==> config.mk <==
export PLATFORM = sky130hd
export DESIGN_NAME = disk_seek_order_scheduler
export DESIGN_NICKNAME = d
export VERILOG_FILES = /design/src/dsos_pkg.sv /design/src/dsos_seek_unit.sv /design/src/dsos_ctrl.sv /design/src/disk_seek_order_scheduler.sv
export SDC_FILE = /design/constraint.sdc
export NUM_CORES = 2
export LEC_CHECK = 0
export ABC_AREA = 1
export BUFFER_PORTS_ARGS = -buffer_cell sky130_fd_sc_hd__buf_2
export CORE_UTILIZATION = 50
export CTS_CLUSTER_DIAMETER = 40
export DETAILED_ROUTE_END_ITERATION = 7
export MAX_ROUTING_LAYER = met4
export PLACE_DENSITY = 0.66
export SLEW_MARGIN = 5
export SYNTH_ARGS = -nofsm -noshare
export SYNTH_HDL_FRONTEND = slang
export SYNTH_SLANG_ARGS = --single-unit
==> constraint.sdc <==
create_clock -name clk -period 5.9 [get_ports clk]
set_input_delay 0.295 -clock clk [delete_from_list [all_inputs] [get_ports clk]]
set_output_delay 0.295 -clock clk [all_outputs]
set_load 0.02 [all_outputs]
==> src/dsos_pkg.sv <==
// Shared constants, codes and types of the disk seek order scheduler.
`default_nettype none

package dsos_pkg;

  // Sizing of the request stores and fields.
  localparam int MAX_REQUESTS = 32;
  localparam int TRACK_W      = 16;
  localparam int DIST_W       = 16;
  localparam int TOTAL_W      = 22;
  localparam int TOTAL_MAX    = (1 << TOTAL_W) - 1;
  localparam int CNT_W        = $clog2(MAX_REQUESTS + 1);
  localparam int IDX_W        = (MAX_REQUESTS > 1) ? $clog2(MAX_REQUESTS) : 1;
  localparam int MODE_W       = 2;
  localparam int CFG_IDX_W    = 2;
  localparam int CFG_DATA_W   = 16;
  localparam int OUT_RAW_W    = TRACK_W + DIST_W + TOTAL_W;
  localparam int OUT_DATA_W   = ((OUT_RAW_W + 7) / 8) * 8;

  // Scheduling modes.
  localparam logic [MODE_W-1:0] MODE_FCFS  = 2'd0;
  localparam logic [MODE_W-1:0] MODE_SCAN  = 2'd1;
  localparam logic [MODE_W-1:0] MODE_CSCAN = 2'd2;

  // Configuration register indexes.
  localparam logic [CFG_IDX_W-1:0] REG_SCHED_MODE = 2'd0;
  localparam logic [CFG_IDX_W-1:0] REG_HEAD_START = 2'd1;
  localparam logic [CFG_IDX_W-1:0] REG_TOP_TRACK  = 2'd2;

  // One position handed from the sequencer to the seek unit.
  typedef struct packed {
    logic               vld;
    logic               first;
    logic               last;
    logic               dropped;
    logic [TRACK_W-1:0] pos;
  } emit_t;

endpackage

`default_nettype wire

==> src/dsos_seek_unit.sv <==
// Seek distance and running total unit with the result output register.
`default_nettype none

module dsos_seek_unit (
  input  wire                               clk,
  input  wire                               rst_n,
  input  wire dsos_pkg::emit_t              emit,
  output logic                              emit_rdy,
  output logic                              out_tvalid,
  input  wire                               out_tready,
  // out_tdata fields from bit 0: position[15:0], step_distance[31:16],
  // seek_total[53:32], zero fill[55:54].
  output logic [dsos_pkg::OUT_DATA_W-1:0]   out_tdata,
  output logic                              out_tlast,
  // out_tuser: dropped.
  output logic                              out_tuser
);
  import dsos_pkg::*;

  logic               out_valid_r;
  logic [TRACK_W-1:0] pos_r;
  logic [DIST_W-1:0]  dist_r;
  logic [TOTAL_W-1:0] total_r;
  logic               last_r;
  logic               drop_r;

  logic [TRACK_W-1:0] dist_raw;
  logic [DIST_W-1:0]  dist_nxt;
  logic [TOTAL_W:0]   sum;
  logic [TOTAL_W-1:0] total_nxt;
  logic               slot_free;
  logic               take;

  // The slot frees when empty or when its beat leaves this cycle.
  assign slot_free = !out_valid_r || out_tready;
  assign emit_rdy  = slot_free;
  assign take      = emit.vld && slot_free;

  // Absolute step from the previous position and saturating running total.
  always_comb begin
    dist_raw = (emit.pos >= pos_r) ? (emit.pos - pos_r) : (pos_r - emit.pos);
    dist_nxt = emit.first ? '0 : DIST_W'(dist_raw);
    sum      = {1'b0, total_r} + (TOTAL_W + 1)'(dist_nxt);
    if (emit.first) begin
      total_nxt = '0;
    end else if (sum > (TOTAL_W + 1)'(TOTAL_MAX)) begin
      total_nxt = TOTAL_W'(TOTAL_MAX);
    end else begin
      total_nxt = sum[TOTAL_W-1:0];
    end
  end

  // Output valid flag.
  always_ff @(posedge clk) begin
    if (!rst_n) begin
      out_valid_r <= 1'b0;
    end else if (slot_free) begin
      out_valid_r <= emit.vld;
    end
  end

  // Result payload; position and total also serve as the running state.
  always_ff @(posedge clk) begin
    if (take) begin
      pos_r   <= emit.pos;
      dist_r  <= dist_nxt;
      total_r <= total_nxt;
      last_r  <= emit.last;
      drop_r  <= emit.dropped;
    end
  end

  assign out_tvalid = out_valid_r;
  assign out_tdata  = OUT_DATA_W'({total_r, dist_r, pos_r});
  assign out_tlast  = last_r;
  assign out_tuser  = drop_r;

endmodule

`default_nettype wire

==> src/dsos_ctrl.sv <==
// Request stores, insertion sort sequencer and service order sequencer.
`default_nettype none

module dsos_ctrl (
  input  wire                              clk,
  input  wire                              rst_n,
  input  wire                              in_tvalid,
  output logic                             in_tready,
  input  wire  [dsos_pkg::TRACK_W-1:0]     in_track,
  input  wire                              in_last,
  input  wire  [dsos_pkg::MODE_W-1:0]      sched_mode,
  input  wire  [dsos_pkg::TRACK_W-1:0]     head_start,
  input  wire  [dsos_pkg::TRACK_W-1:0]     top_track,
  output dsos_pkg::emit_t                  emit,
  input  wire                              emit_rdy
);
  import dsos_pkg::*;

  typedef enum logic [6:0] {
    S_LOAD = 7'b0000001,
    S_SRD  = 7'b0000010,
    S_SLD  = 7'b0000100,
    S_SCHK = 7'b0001000,
    S_SCMP = 7'b0010000,
    S_ERD  = 7'b0100000,
    S_EOUT = 7'b1000000
  } state_t;

  typedef enum logic [6:0] {
    SEG_HEAD = 7'b0000001,
    SEG_UP   = 7'b0000010,
    SEG_TOP  = 7'b0000100,
    SEG_DOWN = 7'b0001000,
    SEG_ZERO = 7'b0010000,
    SEG_LOW  = 7'b0100000,
    SEG_FCFS = 7'b1000000
  } seg_t;

  state_t             state_r, state_nxt;
  seg_t               seg_r, seg_nxt;
  logic [CNT_W-1:0]   cnt_r, cnt_nxt;
  logic [CNT_W-1:0]   split_r, split_nxt;
  logic               ovf_r, ovf_nxt;
  logic [CNT_W-1:0]   i_r, i_nxt;
  logic [CNT_W-1:0]   j_r, j_nxt;
  logic [CNT_W-1:0]   k_r, k_nxt;
  logic [TRACK_W-1:0] v_r, v_nxt;

  logic [TRACK_W-1:0] arr_mem [MAX_REQUESTS];
  logic [TRACK_W-1:0] srt_mem [MAX_REQUESTS];
  logic [TRACK_W-1:0] arr_q;
  logic [TRACK_W-1:0] srt_q;

  logic               arr_we;
  logic               arr_re;
  logic [IDX_W-1:0]   arr_raddr;
  logic               srt_we;
  logic [IDX_W-1:0]   srt_waddr;
  logic [TRACK_W-1:0] srt_wdata;
  logic               srt_re;
  logic [IDX_W-1:0]   srt_raddr;

  logic [TRACK_W-1:0] trk_clamp;
  logic               sorted_mode;
  logic               cscan;
  logic [CNT_W-1:0]   i_inc;
  logic [CNT_W-1:0]   k_inc;
  logic [CNT_W-1:0]   j_dec;
  logic [CNT_W-1:0]   k_dec;
  logic               is_last;

  assign trk_clamp   = (in_track > top_track) ? top_track : in_track;
  assign sorted_mode = (sched_mode == MODE_SCAN) || (sched_mode == MODE_CSCAN);
  assign cscan       = (sched_mode == MODE_CSCAN);
  assign i_inc       = i_r + CNT_W'(1);
  assign k_inc       = k_r + CNT_W'(1);
  assign j_dec       = j_r - CNT_W'(1);
  assign k_dec       = k_r - CNT_W'(1);

  // Read addresses of both stores.
  assign arr_re    = (state_r == S_SRD) || (state_r == S_ERD);
  assign arr_raddr = (state_r == S_SRD) ? i_r[IDX_W-1:0] : k_r[IDX_W-1:0];
  assign srt_re    = (state_r == S_SCHK) || (state_r == S_ERD);
  assign srt_raddr = (state_r == S_SCHK) ? j_dec[IDX_W-1:0] : k_r[IDX_W-1:0];

  // Final position of the sequence, by segment.
  always_comb begin
    unique case (seg_r) inside
      SEG_TOP:  is_last = !cscan && (split_r == '0);
      SEG_ZERO: is_last = (split_r == '0);
      SEG_DOWN: is_last = (k_r == '0);
      SEG_LOW:  is_last = (k_inc == split_r);
      SEG_FCFS: is_last = (k_inc == cnt_r);
      default:  is_last = 1'b0;
    endcase
  end

  // Position handed to the seek unit.
  always_comb begin
    emit.vld     = (state_r == S_EOUT);
    emit.first   = (seg_r == SEG_HEAD);
    emit.last    = is_last;
    emit.dropped = ovf_r;
    unique case (seg_r) inside
      SEG_HEAD:                  emit.pos = head_start;
      SEG_TOP:                   emit.pos = top_track;
      SEG_ZERO:                  emit.pos = '0;
      SEG_FCFS:                  emit.pos = arr_q;
      SEG_UP, SEG_DOWN, SEG_LOW: emit.pos = srt_q;
      default:                   emit.pos = '0;
    endcase
  end

  // Sequencer: load, insertion sort over the shared comparator for SCAN and C-SCAN, then emit.
  always_comb begin
    state_nxt = state_r;
    seg_nxt   = seg_r;
    cnt_nxt   = cnt_r;
    split_nxt = split_r;
    ovf_nxt   = ovf_r;
    i_nxt     = i_r;
    j_nxt     = j_r;
    k_nxt     = k_r;
    v_nxt     = v_r;
    arr_we    = 1'b0;
    srt_we    = 1'b0;
    srt_waddr = j_r[IDX_W-1:0];
    srt_wdata = v_r;
    in_tready = 1'b0;
    unique case (state_r)
      S_LOAD: begin
        in_tready = 1'b1;
        if (in_tvalid) begin
          if (cnt_r < CNT_W'(MAX_REQUESTS)) begin
            arr_we  = 1'b1;
            cnt_nxt = cnt_r + CNT_W'(1);
            if (trk_clamp < head_start) begin
              split_nxt = split_r + CNT_W'(1);
            end
          end else begin
            ovf_nxt = 1'b1;
          end
          if (in_last) begin
            i_nxt   = '0;
            seg_nxt = SEG_HEAD;
            state_nxt = sorted_mode ? S_SRD : S_ERD;
          end
        end
      end
      S_SRD: begin
        state_nxt = S_SLD;
      end
      S_SLD: begin
        v_nxt     = arr_q;
        j_nxt     = i_r;
        state_nxt = S_SCHK;
      end
      S_SCHK: begin
        if (j_r == '0) begin
          srt_we = 1'b1;
          i_nxt  = i_inc;
          state_nxt = (i_inc == cnt_r) ? S_ERD : S_SRD;
        end else begin
          state_nxt = S_SCMP;
        end
      end
      S_SCMP: begin
        srt_we = 1'b1;
        if (srt_q > v_r) begin
          // Shift the larger entry up one place and keep walking down.
          srt_wdata = srt_q;
          j_nxt     = j_dec;
          state_nxt = S_SCHK;
        end else begin
          i_nxt = i_inc;
          state_nxt = (i_inc == cnt_r) ? S_ERD : S_SRD;
        end
      end
      S_ERD: begin
        state_nxt = S_EOUT;
      end
      S_EOUT: begin
        if (emit_rdy) begin
          if (is_last) begin
            cnt_nxt   = '0;
            split_nxt = '0;
            ovf_nxt   = 1'b0;
            state_nxt = S_LOAD;
          end else begin
            state_nxt = S_ERD;
            unique case (seg_r) inside
              SEG_HEAD: begin
                if (!sorted_mode) begin
                  seg_nxt = SEG_FCFS;
                  k_nxt   = '0;
                end else if (split_r < cnt_r) begin
                  seg_nxt = SEG_UP;
                  k_nxt   = split_r;
                end else begin
                  seg_nxt = SEG_TOP;
                end
              end
              SEG_UP: begin
                if (k_inc < cnt_r) begin
                  k_nxt = k_inc;
                end else begin
                  seg_nxt = SEG_TOP;
                end
              end
              SEG_TOP: begin
                if (cscan) begin
                  seg_nxt = SEG_ZERO;
                end else begin
                  seg_nxt = SEG_DOWN;
                  k_nxt   = split_r - CNT_W'(1);
                end
              end
              SEG_DOWN: k_nxt = k_dec;
              SEG_ZERO: begin
                seg_nxt = SEG_LOW;
                k_nxt   = '0;
              end
              SEG_LOW, SEG_FCFS: k_nxt = k_inc;
              default: seg_nxt = SEG_HEAD;
            endcase
          end
        end
      end
      default: state_nxt = S_LOAD;
    endcase
  end

  // Control registers.
  always_ff @(posedge clk) begin
    if (!rst_n) begin
      state_r <= S_LOAD;
      seg_r   <= SEG_HEAD;
      cnt_r   <= '0;
      split_r <= '0;
      ovf_r   <= 1'b0;
      i_r     <= '0;
      j_r     <= '0;
      k_r     <= '0;
    end else begin
      state_r <= state_nxt;
      seg_r   <= seg_nxt;
      cnt_r   <= cnt_nxt;
      split_r <= split_nxt;
      ovf_r   <= ovf_nxt;
      i_r     <= i_nxt;
      j_r     <= j_nxt;
      k_r     <= k_nxt;
    end
  end

  // Pending value of the insertion in progress.
  always_ff @(posedge clk) begin
    v_r <= v_nxt;
  end

  // Arrival store: written at load, read with a registered port.
  always_ff @(posedge clk) begin
    if (arr_we) begin
      arr_mem[cnt_r[IDX_W-1:0]] <= trk_clamp;
    end
    if (arr_re) begin
      arr_q <= arr_mem[arr_raddr];
    end
  end

  // Sorted store: written during the sort, read with a registered port.
  always_ff @(posedge clk) begin
    if (srt_we) begin
      srt_mem[srt_waddr] <= srt_wdata;
    end
    if (srt_re) begin
      srt_q <= srt_mem[srt_raddr];
    end
  end

  // The count of requests below the head never exceeds the stored count.
  a_split_le_cnt: assert property (@(posedge clk) disable iff (!rst_n)
    split_r <= cnt_r)
    else $error("split count above request count");

  // The insertion point stays within the part already sorted.
  a_j_le_i: assert property (@(posedge clk) disable iff (!rst_n)
    (state_r == S_SCMP) |-> (j_r <= i_r) && (i_r < cnt_r))
    else $error("insertion index out of range");

  // Delivering the final position empties the batch.
  a_batch_clear: assert property (@(posedge clk) disable iff (!rst_n)
    (emit.vld && emit.last && emit_rdy) |=> (cnt_r == '0) && !ovf_r && in_tready)
    else $error("batch not cleared after its final position");

endmodule

`default_nettype wire

==> src/disk_seek_order_scheduler.sv <==
// Top level of the disk seek order scheduler: configuration registers and wiring.
//
// Requests load at one per cycle until a beat with in_tlast; tracks above
// top_track are clamped, and requests beyond 32 are dropped and flagged on
// out_tuser. For SCAN and C-SCAN the batch is then insertion-sorted by one
// shared comparator into a sorted store with its own read and write ports:
// each request is read from the arrival store, walked down past every larger
// sorted entry, each shifted up one place, and written in. The service order
// then leaves one result at a time from the registered store reads, starting
// with the head position and with out_tlast on the final one. in_tready stays
// low from the last request until the final result enters the output register.
// Configuration must be written only while idle; the block does not enforce it.
`default_nettype none

module disk_seek_order_scheduler (
  input  wire                                   clk,
  input  wire                                   rst_n,
  input  wire                                   in_tvalid,
  output logic                                  in_tready,
  // in_tdata fields from bit 0: track[15:0].
  input  wire  [dsos_pkg::TRACK_W-1:0]          in_tdata,
  input  wire                                   in_tlast,
  output logic                                  out_tvalid,
  input  wire                                   out_tready,
  // out_tdata fields from bit 0: position[15:0], step_distance[31:16],
  // seek_total[53:32], zero fill[55:54].
  output logic [dsos_pkg::OUT_DATA_W-1:0]       out_tdata,
  output logic                                  out_tlast,
  // out_tuser: dropped.
  output logic                                  out_tuser,
  input  wire                                   cfg_valid,
  output logic                                  cfg_ready,
  input  wire  [dsos_pkg::CFG_IDX_W-1:0]        cfg_index,
  input  wire  [dsos_pkg::CFG_DATA_W-1:0]       cfg_data
);
  import dsos_pkg::*;

  logic [MODE_W-1:0]  sched_mode_r;
  logic [TRACK_W-1:0] head_start_r;
  logic [TRACK_W-1:0] top_track_r;
  emit_t              emit;
  logic               emit_rdy;

  assign cfg_ready = 1'b1;

  // Configuration registers; writes to unknown indexes are ignored.
  always_ff @(posedge clk) begin
    if (!rst_n) begin
      sched_mode_r <= MODE_FCFS;
      head_start_r <= '0;
      top_track_r  <= '1;
    end else if (cfg_valid) begin
      unique case (cfg_index)
        REG_SCHED_MODE: sched_mode_r <= cfg_data[MODE_W-1:0];
        REG_HEAD_START: head_start_r <= cfg_data[TRACK_W-1:0];
        REG_TOP_TRACK:  top_track_r  <= cfg_data[TRACK_W-1:0];
        default: ;
      endcase
    end
  end

  dsos_ctrl u_ctrl (
    .clk        (clk),
    .rst_n      (rst_n),
    .in_tvalid  (in_tvalid),
    .in_tready  (in_tready),
    .in_track   (in_tdata),
    .in_last    (in_tlast),
    .sched_mode (sched_mode_r),
    .head_start (head_start_r),
    .top_track  (top_track_r),
    .emit       (emit),
    .emit_rdy   (emit_rdy)
  );

  dsos_seek_unit u_seek (
    .clk        (clk),
    .rst_n      (rst_n),
    .emit       (emit),
    .emit_rdy   (emit_rdy),
    .out_tvalid (out_tvalid),
    .out_tready (out_tready),
    .out_tdata  (out_tdata),
    .out_tlast  (out_tlast),
    .out_tuser  (out_tuser)
  );

endmodule

`default_nettype wire
# After elaboration in Yosys (flattened, before gate mapping)
# Memories as Yosys holds them, arrays and structs flattened. A register that Yosys moved wholly into a read port is not among the register bits.
# Cells that the tools add are included.
# Widths: inputs -> output; s select.
totals:
  ff_bits: 152
  latch_bits: 0
  mem_bits_rw: 1024
  romBits: 0
  elab_cells: 171
  mem_count: 2
memory_table:
  columns: ["memory", "depth", "width", "rd", "rd_ports_with_merged_regs", "wr", "line", "rtl"]
  rows:
  - ["u_ctrl.arr_mem", 32, 16, 1, 1, 1, "dsos_ctrl.sv:49", "logic [TRACK_W-1:0] arr_mem [MAX_REQUESTS];"]
  - ["u_ctrl.srt_mem", 32, 16, 1, 1, 1, "dsos_ctrl.sv:50", "logic [TRACK_W-1:0] srt_mem [MAX_REQUESTS];"]
op_classes:
  add_sub_neg: 10
  n_mul: 0
  div_mod_pow: 0
  order_cmp: 8
  n_eq_ne: 37
  shifts: 0
  mux: 65
  bitwise_logic: 1
  n_reduce_logical: 30
ops:
  columns: ["operator", "n"]
  rows:
  - ["$mux 6", 19]
  - ["$mux 16", 5]
  - ["$mux 7", 11]
  - ["$pmux 16 s4", 1]
  - ["$pmux 7 s7", 1]
  - ["$pmux 6 s2", 3]
  - ["$pmux 6 s6", 1]
  - ["$pmux 7 s5", 1]
  - ["$gt 16x16->1", 2]
  - ["$sub 16x16->16", 2]
  - ["$add 6x1->6 const B", 4]
  - ["$add 22x16->23", 1]
  - ["$gt 23x22->1 const B", 1]
  - ["$mux 22", 1]
  - ["$ne 2x2->1 const B", 11]
  - ["$eq 6x6->1", 3]
  - ["$logic_not 6->1", 3]
  - ["$pmux 6 s3", 1]
  - ["$sub 6x1->6 const B", 3]
  - ["$ge 16x16->1", 1]
  - ["$lt 16x16->1", 1]
  - ["$mux 5", 3]
  - ["$reduce_and 5->1", 3]
  - ["$eq 7x1->1 const B", 2]
  - ["other kinds (31)", 67]

# Longest topological paths before layout
depth:
  word_depth: 9
  depth_mapped: 39

# By module
# From an unflattened synthesis, not the netlist that was laid out.
hier_totals:
  cells_unflattened: 4745
  area_unflattened_um2: 53496.3
modules_own_cells:
  columns: ["mod", "n_inst", "cells_each", "area_per_inst_um2", "seq_area_each_um2"]
  rows:
  - ["dsos_ctrl", 1, 3728, 46696.0, 33091.7]
  - ["dsos_seek_unit", 1, 825, 5417.7, 1701.6]
  - ["disk_seek_order_scheduler", 1, 192, 1382.6, 680.7]

# Worst setup path after synthesis
# Ideal clock, no wire load.
synth_timing:
  path_kind: "register to register"
  start: "reg u_ctrl.seg_r[5]"
  end: "reg u_seek.total_r[0] (data pin)"
  arrival_ns: 5.179
  t_required_ns: 5.645
  path_slack_ns: 0.466
  path_stages_with_launch: 33
  path_buffers: 4
  period_less_slack_ns: 5.434
  cell_sequence: "dfxtp_1 -> inv_2 -> nand3_1 -> nor4_1 -> nor3_1 -> inv_1 -> clkbuf_1 -> nand2_1 -> nand3_1 -> ha_1 -> clkbuf_2 -> a21oi_1 -> o21ai_0 -> a221oi_1 -> nand3_2 -> buf_2 -> mux2i_1 -> xor2_1 -> nor2_1 -> ha_1 -> inv_1 -> o21bai_1 -> a21boi_1 -> o21ai_1 -> a21boi_1 -> o21ai_1 -> a21oi_1 -> nor3_2 -> nand2_1 -> buf_4 -> inv_1 -> o21ai_0 -> inv_1"
synth_lines:
  columns: ["element", "line", "rtl"]
  rows:
  - ["start: declaration", "dsos_ctrl.sv:40", "seg_t seg_r, seg_nxt;"]
  - ["start signal: assignment", "dsos_ctrl.sv:246", "seg_r <= seg_nxt;"]
  - ["end signal: assignment", "dsos_seek_unit.sv:67", "total_r <= total_nxt;"]
  - ["end: declaration", "dsos_seek_unit.sv:23", "logic [TOTAL_W-1:0] total_r;"]

==> out/results.tsv <==
stage	metric	value	unit
min_path	hold_path_end	u_ctrl.ovf_r	
detailed_routing	drc	0	
final_layout	fin_util	0.581	
setup_path	cp-start-kind	flop	
global_routing	grt_max_degree	213	
setup_path	ff2ff_setup_slack	0.28	ns
min_path	whs_path_depth	7	
yosys	synth.area.top_cells	edfxtp_1, o21ai_0, nor2_1, o221ai_1, dfxtp_1	
setup_path	cpPeakStageDelay	0.38	ns
setup_path	crit_top_cell	nand2_1	
global_routing	antenna_found_initial	2	
floorplanning	dieArea	106000	um2
run_status	status	finished, final reports clean	
yosys	synthFlopType	edfxtp_1	
clock_network	cts_buffers	149	
pwr	leakagePower	21.0	nW
yosys	ys_types	58	
clock_network	clk_pin_slew	0.06	ns
clock_network	h-tree-depth	4	
timing	slew_headroom	0.269	
final_layout	area_growth_syn_to_layout	15.2	%
placed_design	port-buffer-count	97	
detailed_routing	vias_per_cell	5.94	
setup_path	worstPathArrival	6.20	ns
detailed_routing	ant_nets	0	
yosys	synth.top_cell.area_share	0.648	
timing	worst_pin_slew	1.10	ns
timing	period_needed	5.62	ns
timing	fmax	0.178	GHz
timing	hold_viol	0	
yosys	synth_top_area_cell	edfxtp_1	
timing	timing.final.crit_share	0.953	
global_routing	grt.total_usage	0.270	
placed_design	gp_congestion	0.949	
setup_path	crit_required	6.48	ns
floorplanning	design.core.area	104000	um2
clock_network	clkLatencyLatePin	0.75	ns
detailed_routing	first_iter_violations	4186	
detailed_routing	avgRoutedWirePerCell	23.1	um
global_routing	overflow	0	
setup_path	crit-reg2reg-launch	u_ctrl.seg_r[0]	
floorplanning	rows	118	
yosys	ys_seq_area_frac	0.679	
floorplanning	die_h	325	um
yosys	yosysMostFrequentCell	edfxtp_1	
yosys	synth_cells	4426	
yosys	yosys_register_bits	1208	
timing	maxSlewViolCount	0	
final_layout	layout-drive-gt1-share	0.140	
setup_path	worstSetupEndpointType	flop	
yosys	avgSynthCellArea	11.8	um2
clock_network	cts_root_buf	clkbuf_16	
placed_design	place_hpwl	83800	um
global_routing	grt_pass1_vias	34200	
min_path	hp-start	in_tvalid	
yosys	synthTopCellsByCount	edfxtp_1, nor2_1, o21ai_0	
detailed_routing	vias	36300	
setup_path	r2r-end	u_seek.total_r[8]	
global_routing	grt_pass1_wl	211000	um
setup_path	cp_max_fo	12	
yosys	synth_edf_count	1128	
floorplanning	die_x	325	um
timing	fin_worst_skew	0.0222	ns
setup_path	cpMaxStageDelayCell	dfxtp_1	
clock_network	cts_tree	done	
floorplanning	num_io_pins	101	
detailed_routing	drt_first_pass_iters	5	
yosys	mappedNetlistArea	52300	um2
yosys	synthArstFlopShare	0	
yosys	ys_warn_count	0	
setup_path	critPathKind	flop to flop	
job	cap_viol_max_count	0	
setup_path	ff2ff_path_depth	34	
pwr	vdd_drop_max	353	uV
clock_network	numClockSinks	1208	
pwr	powerDensity	335	nW/um2
timing	setup_viol	0	
min_path	hold_class	primary input to flop	
floorplanning	initial_core_util	0.504	
final_layout	final_nets	4773	
detailed_routing	wirelength	141000	um
pwr	finalPower	20.2	mW
clock_network	clock_path_buffers	3	
## report_power, final
| group | switching [mW] | leakage [nW] | internal, mW | total (mW) |
|---|---|---|---|---|
| Combinational | 1.13 | 7.77 | 0.553 | 1.69 |
| Clock | 3.63 | 2.37 | 5.27 | 8.90 |
| Sequential | 0.0787 | 10.8 | 9.54 | 9.62 |
## registers in the layout (all words and copies together) (netlist names), 7 cells and up
register        cells
top_track_r        16
u_seek.pos_r       16
u_ctrl.arr_mem    512
head_start_r       16
u_seek.total_r     22
u_ctrl.srt_mem    512
u_ctrl.seg_r        7
u_ctrl.v_r         16
u_ctrl.arr_q       16
u_ctrl.srt_q       16
u_ctrl.state_r      7
u_seek.dist_r      16
## cells in the final DEF, fill, tap and decap left out, types with 26 or more instances in the layout
cell       netlist  layout
buf_4           18     157
clkinv_2         0      26
ha_1           120     116
clkbuf_16        0     153
a31oi_1         45      44
o21ai_1        114     109
buf_2           91      97
a21oi_1        134     124
o211ai_1        48      48
edfxtp_1      1128    1128
nor3_1          33      30
o21ai_2          3      38
o21ai_0        573     537
xor2_1          29      29
nor2_1         724     712
nand2_1        309     307
o221ai_1       206     205
o22ai_1         74      73
inv_1          253     250
dfxtp_1         80      80
nand3_1        151     150
## per-layer routing
metal  track usage  vias up  wire [um]
li1              -    16700          -
met1         0.350    17800      56800
met2         0.428     1572      68200
met3        0.0340      318      10100
met4         0.120        0       5920
met5             -        -          0
## critical path: cells and delay by family, from the launching register on
family	cells	cell delay [ns]
buffers and inverters	8	0.92
adder cells (fa/ha/maj)	2	0.68
AO/OA/AOI/OAI	12	1.87
flip-flops	1	0.38
AND/OR/NAND/NOR	12	1.61
## final cells by class
class,instances,area (um2)
flip-flops and latches,1208,35500
multi-input cells,2680,15000
clock buffers,172,3920
repair inverters,1,5.00
inverters,284,1100
fillers,8341,43400
well taps,1380,1730
clock inverters,100,931
repair buffers,286,2070
diodes,2,5.00
## how the worst max path moves through the flow
stage / startpoint / to / slack, ns / cells after the start
2_1_floorplan: u_ctrl.seg_r[5] / u_seek.total_r[0] / 0.47 / 32
3_3_place_gp: u_ctrl.seg_r[0] / u_seek.total_r[14] / 0.02 / 32
3_5_place_dp: u_ctrl.seg_r[0] / u_seek.total_r[14] / -0.20 / 32
4_1_cts: u_ctrl.seg_r[5] / u_seek.total_r[10] / 0.01 / 32
5_1_grt: u_ctrl.seg_r[0] / u_seek.total_r[4] / -0.14 / 37
6_report: u_ctrl.seg_r[0] / u_seek.total_r[8] / 0.28 / 34
## repair_timing
item	in CTS	in global routing
endpoints found under the hold margin	35	0
buffers inserted	0	16
hold buffers	21	0
setup endpoints to repair	21	22
resized for setup	4	50
pin swaps	0	14
cloned	0	1
## metrics by stage
| step | instances | hold slack [ns] | setup WS, ns | cell area (um2) | setup TNS, ns |
|---|---|---|---|---|---|
| final | 6113 | 0.121 | 0.278 | 60200 | 0 |
| after global routing | 6113 | 0.104 | -0.141 | 60200 | -1.41 |
| after CTS | 6094 | 0.0609 | 0.0119 | 59900 | 0 |
| after detailed placement | 5801 | 0.424 | -0.198 | 54800 | -1.83 |
| after global placement | 5801 | 0.422 | 0.0205 | 54800 | 0 |
| after floorplan | 4427 | 0.409 | 0.466 | 52300 | 0 |
## logic make-up (layout without fill, tap and decap cells)
family | count (synthesis) | count (layout) | share of synthesized area
other | 2 | 5 | 0.000144
buffers and inverters | 539 | 843 | 0.0425
muxes | 3 | 3 | 0.000575
DFF | 1208 | 1208 | 0.679
adders and majority gates | 123 | 123 | 0.0299
AOI/OAI and AO/OA | 1239 | 1239 | 0.142
xor gates and xnor gates | 36 | 36 | 0.00618
and+or+nand+nor | 1276 | 1276 | 0.100
No activity file was read; power rests on OpenSTA's default activity.
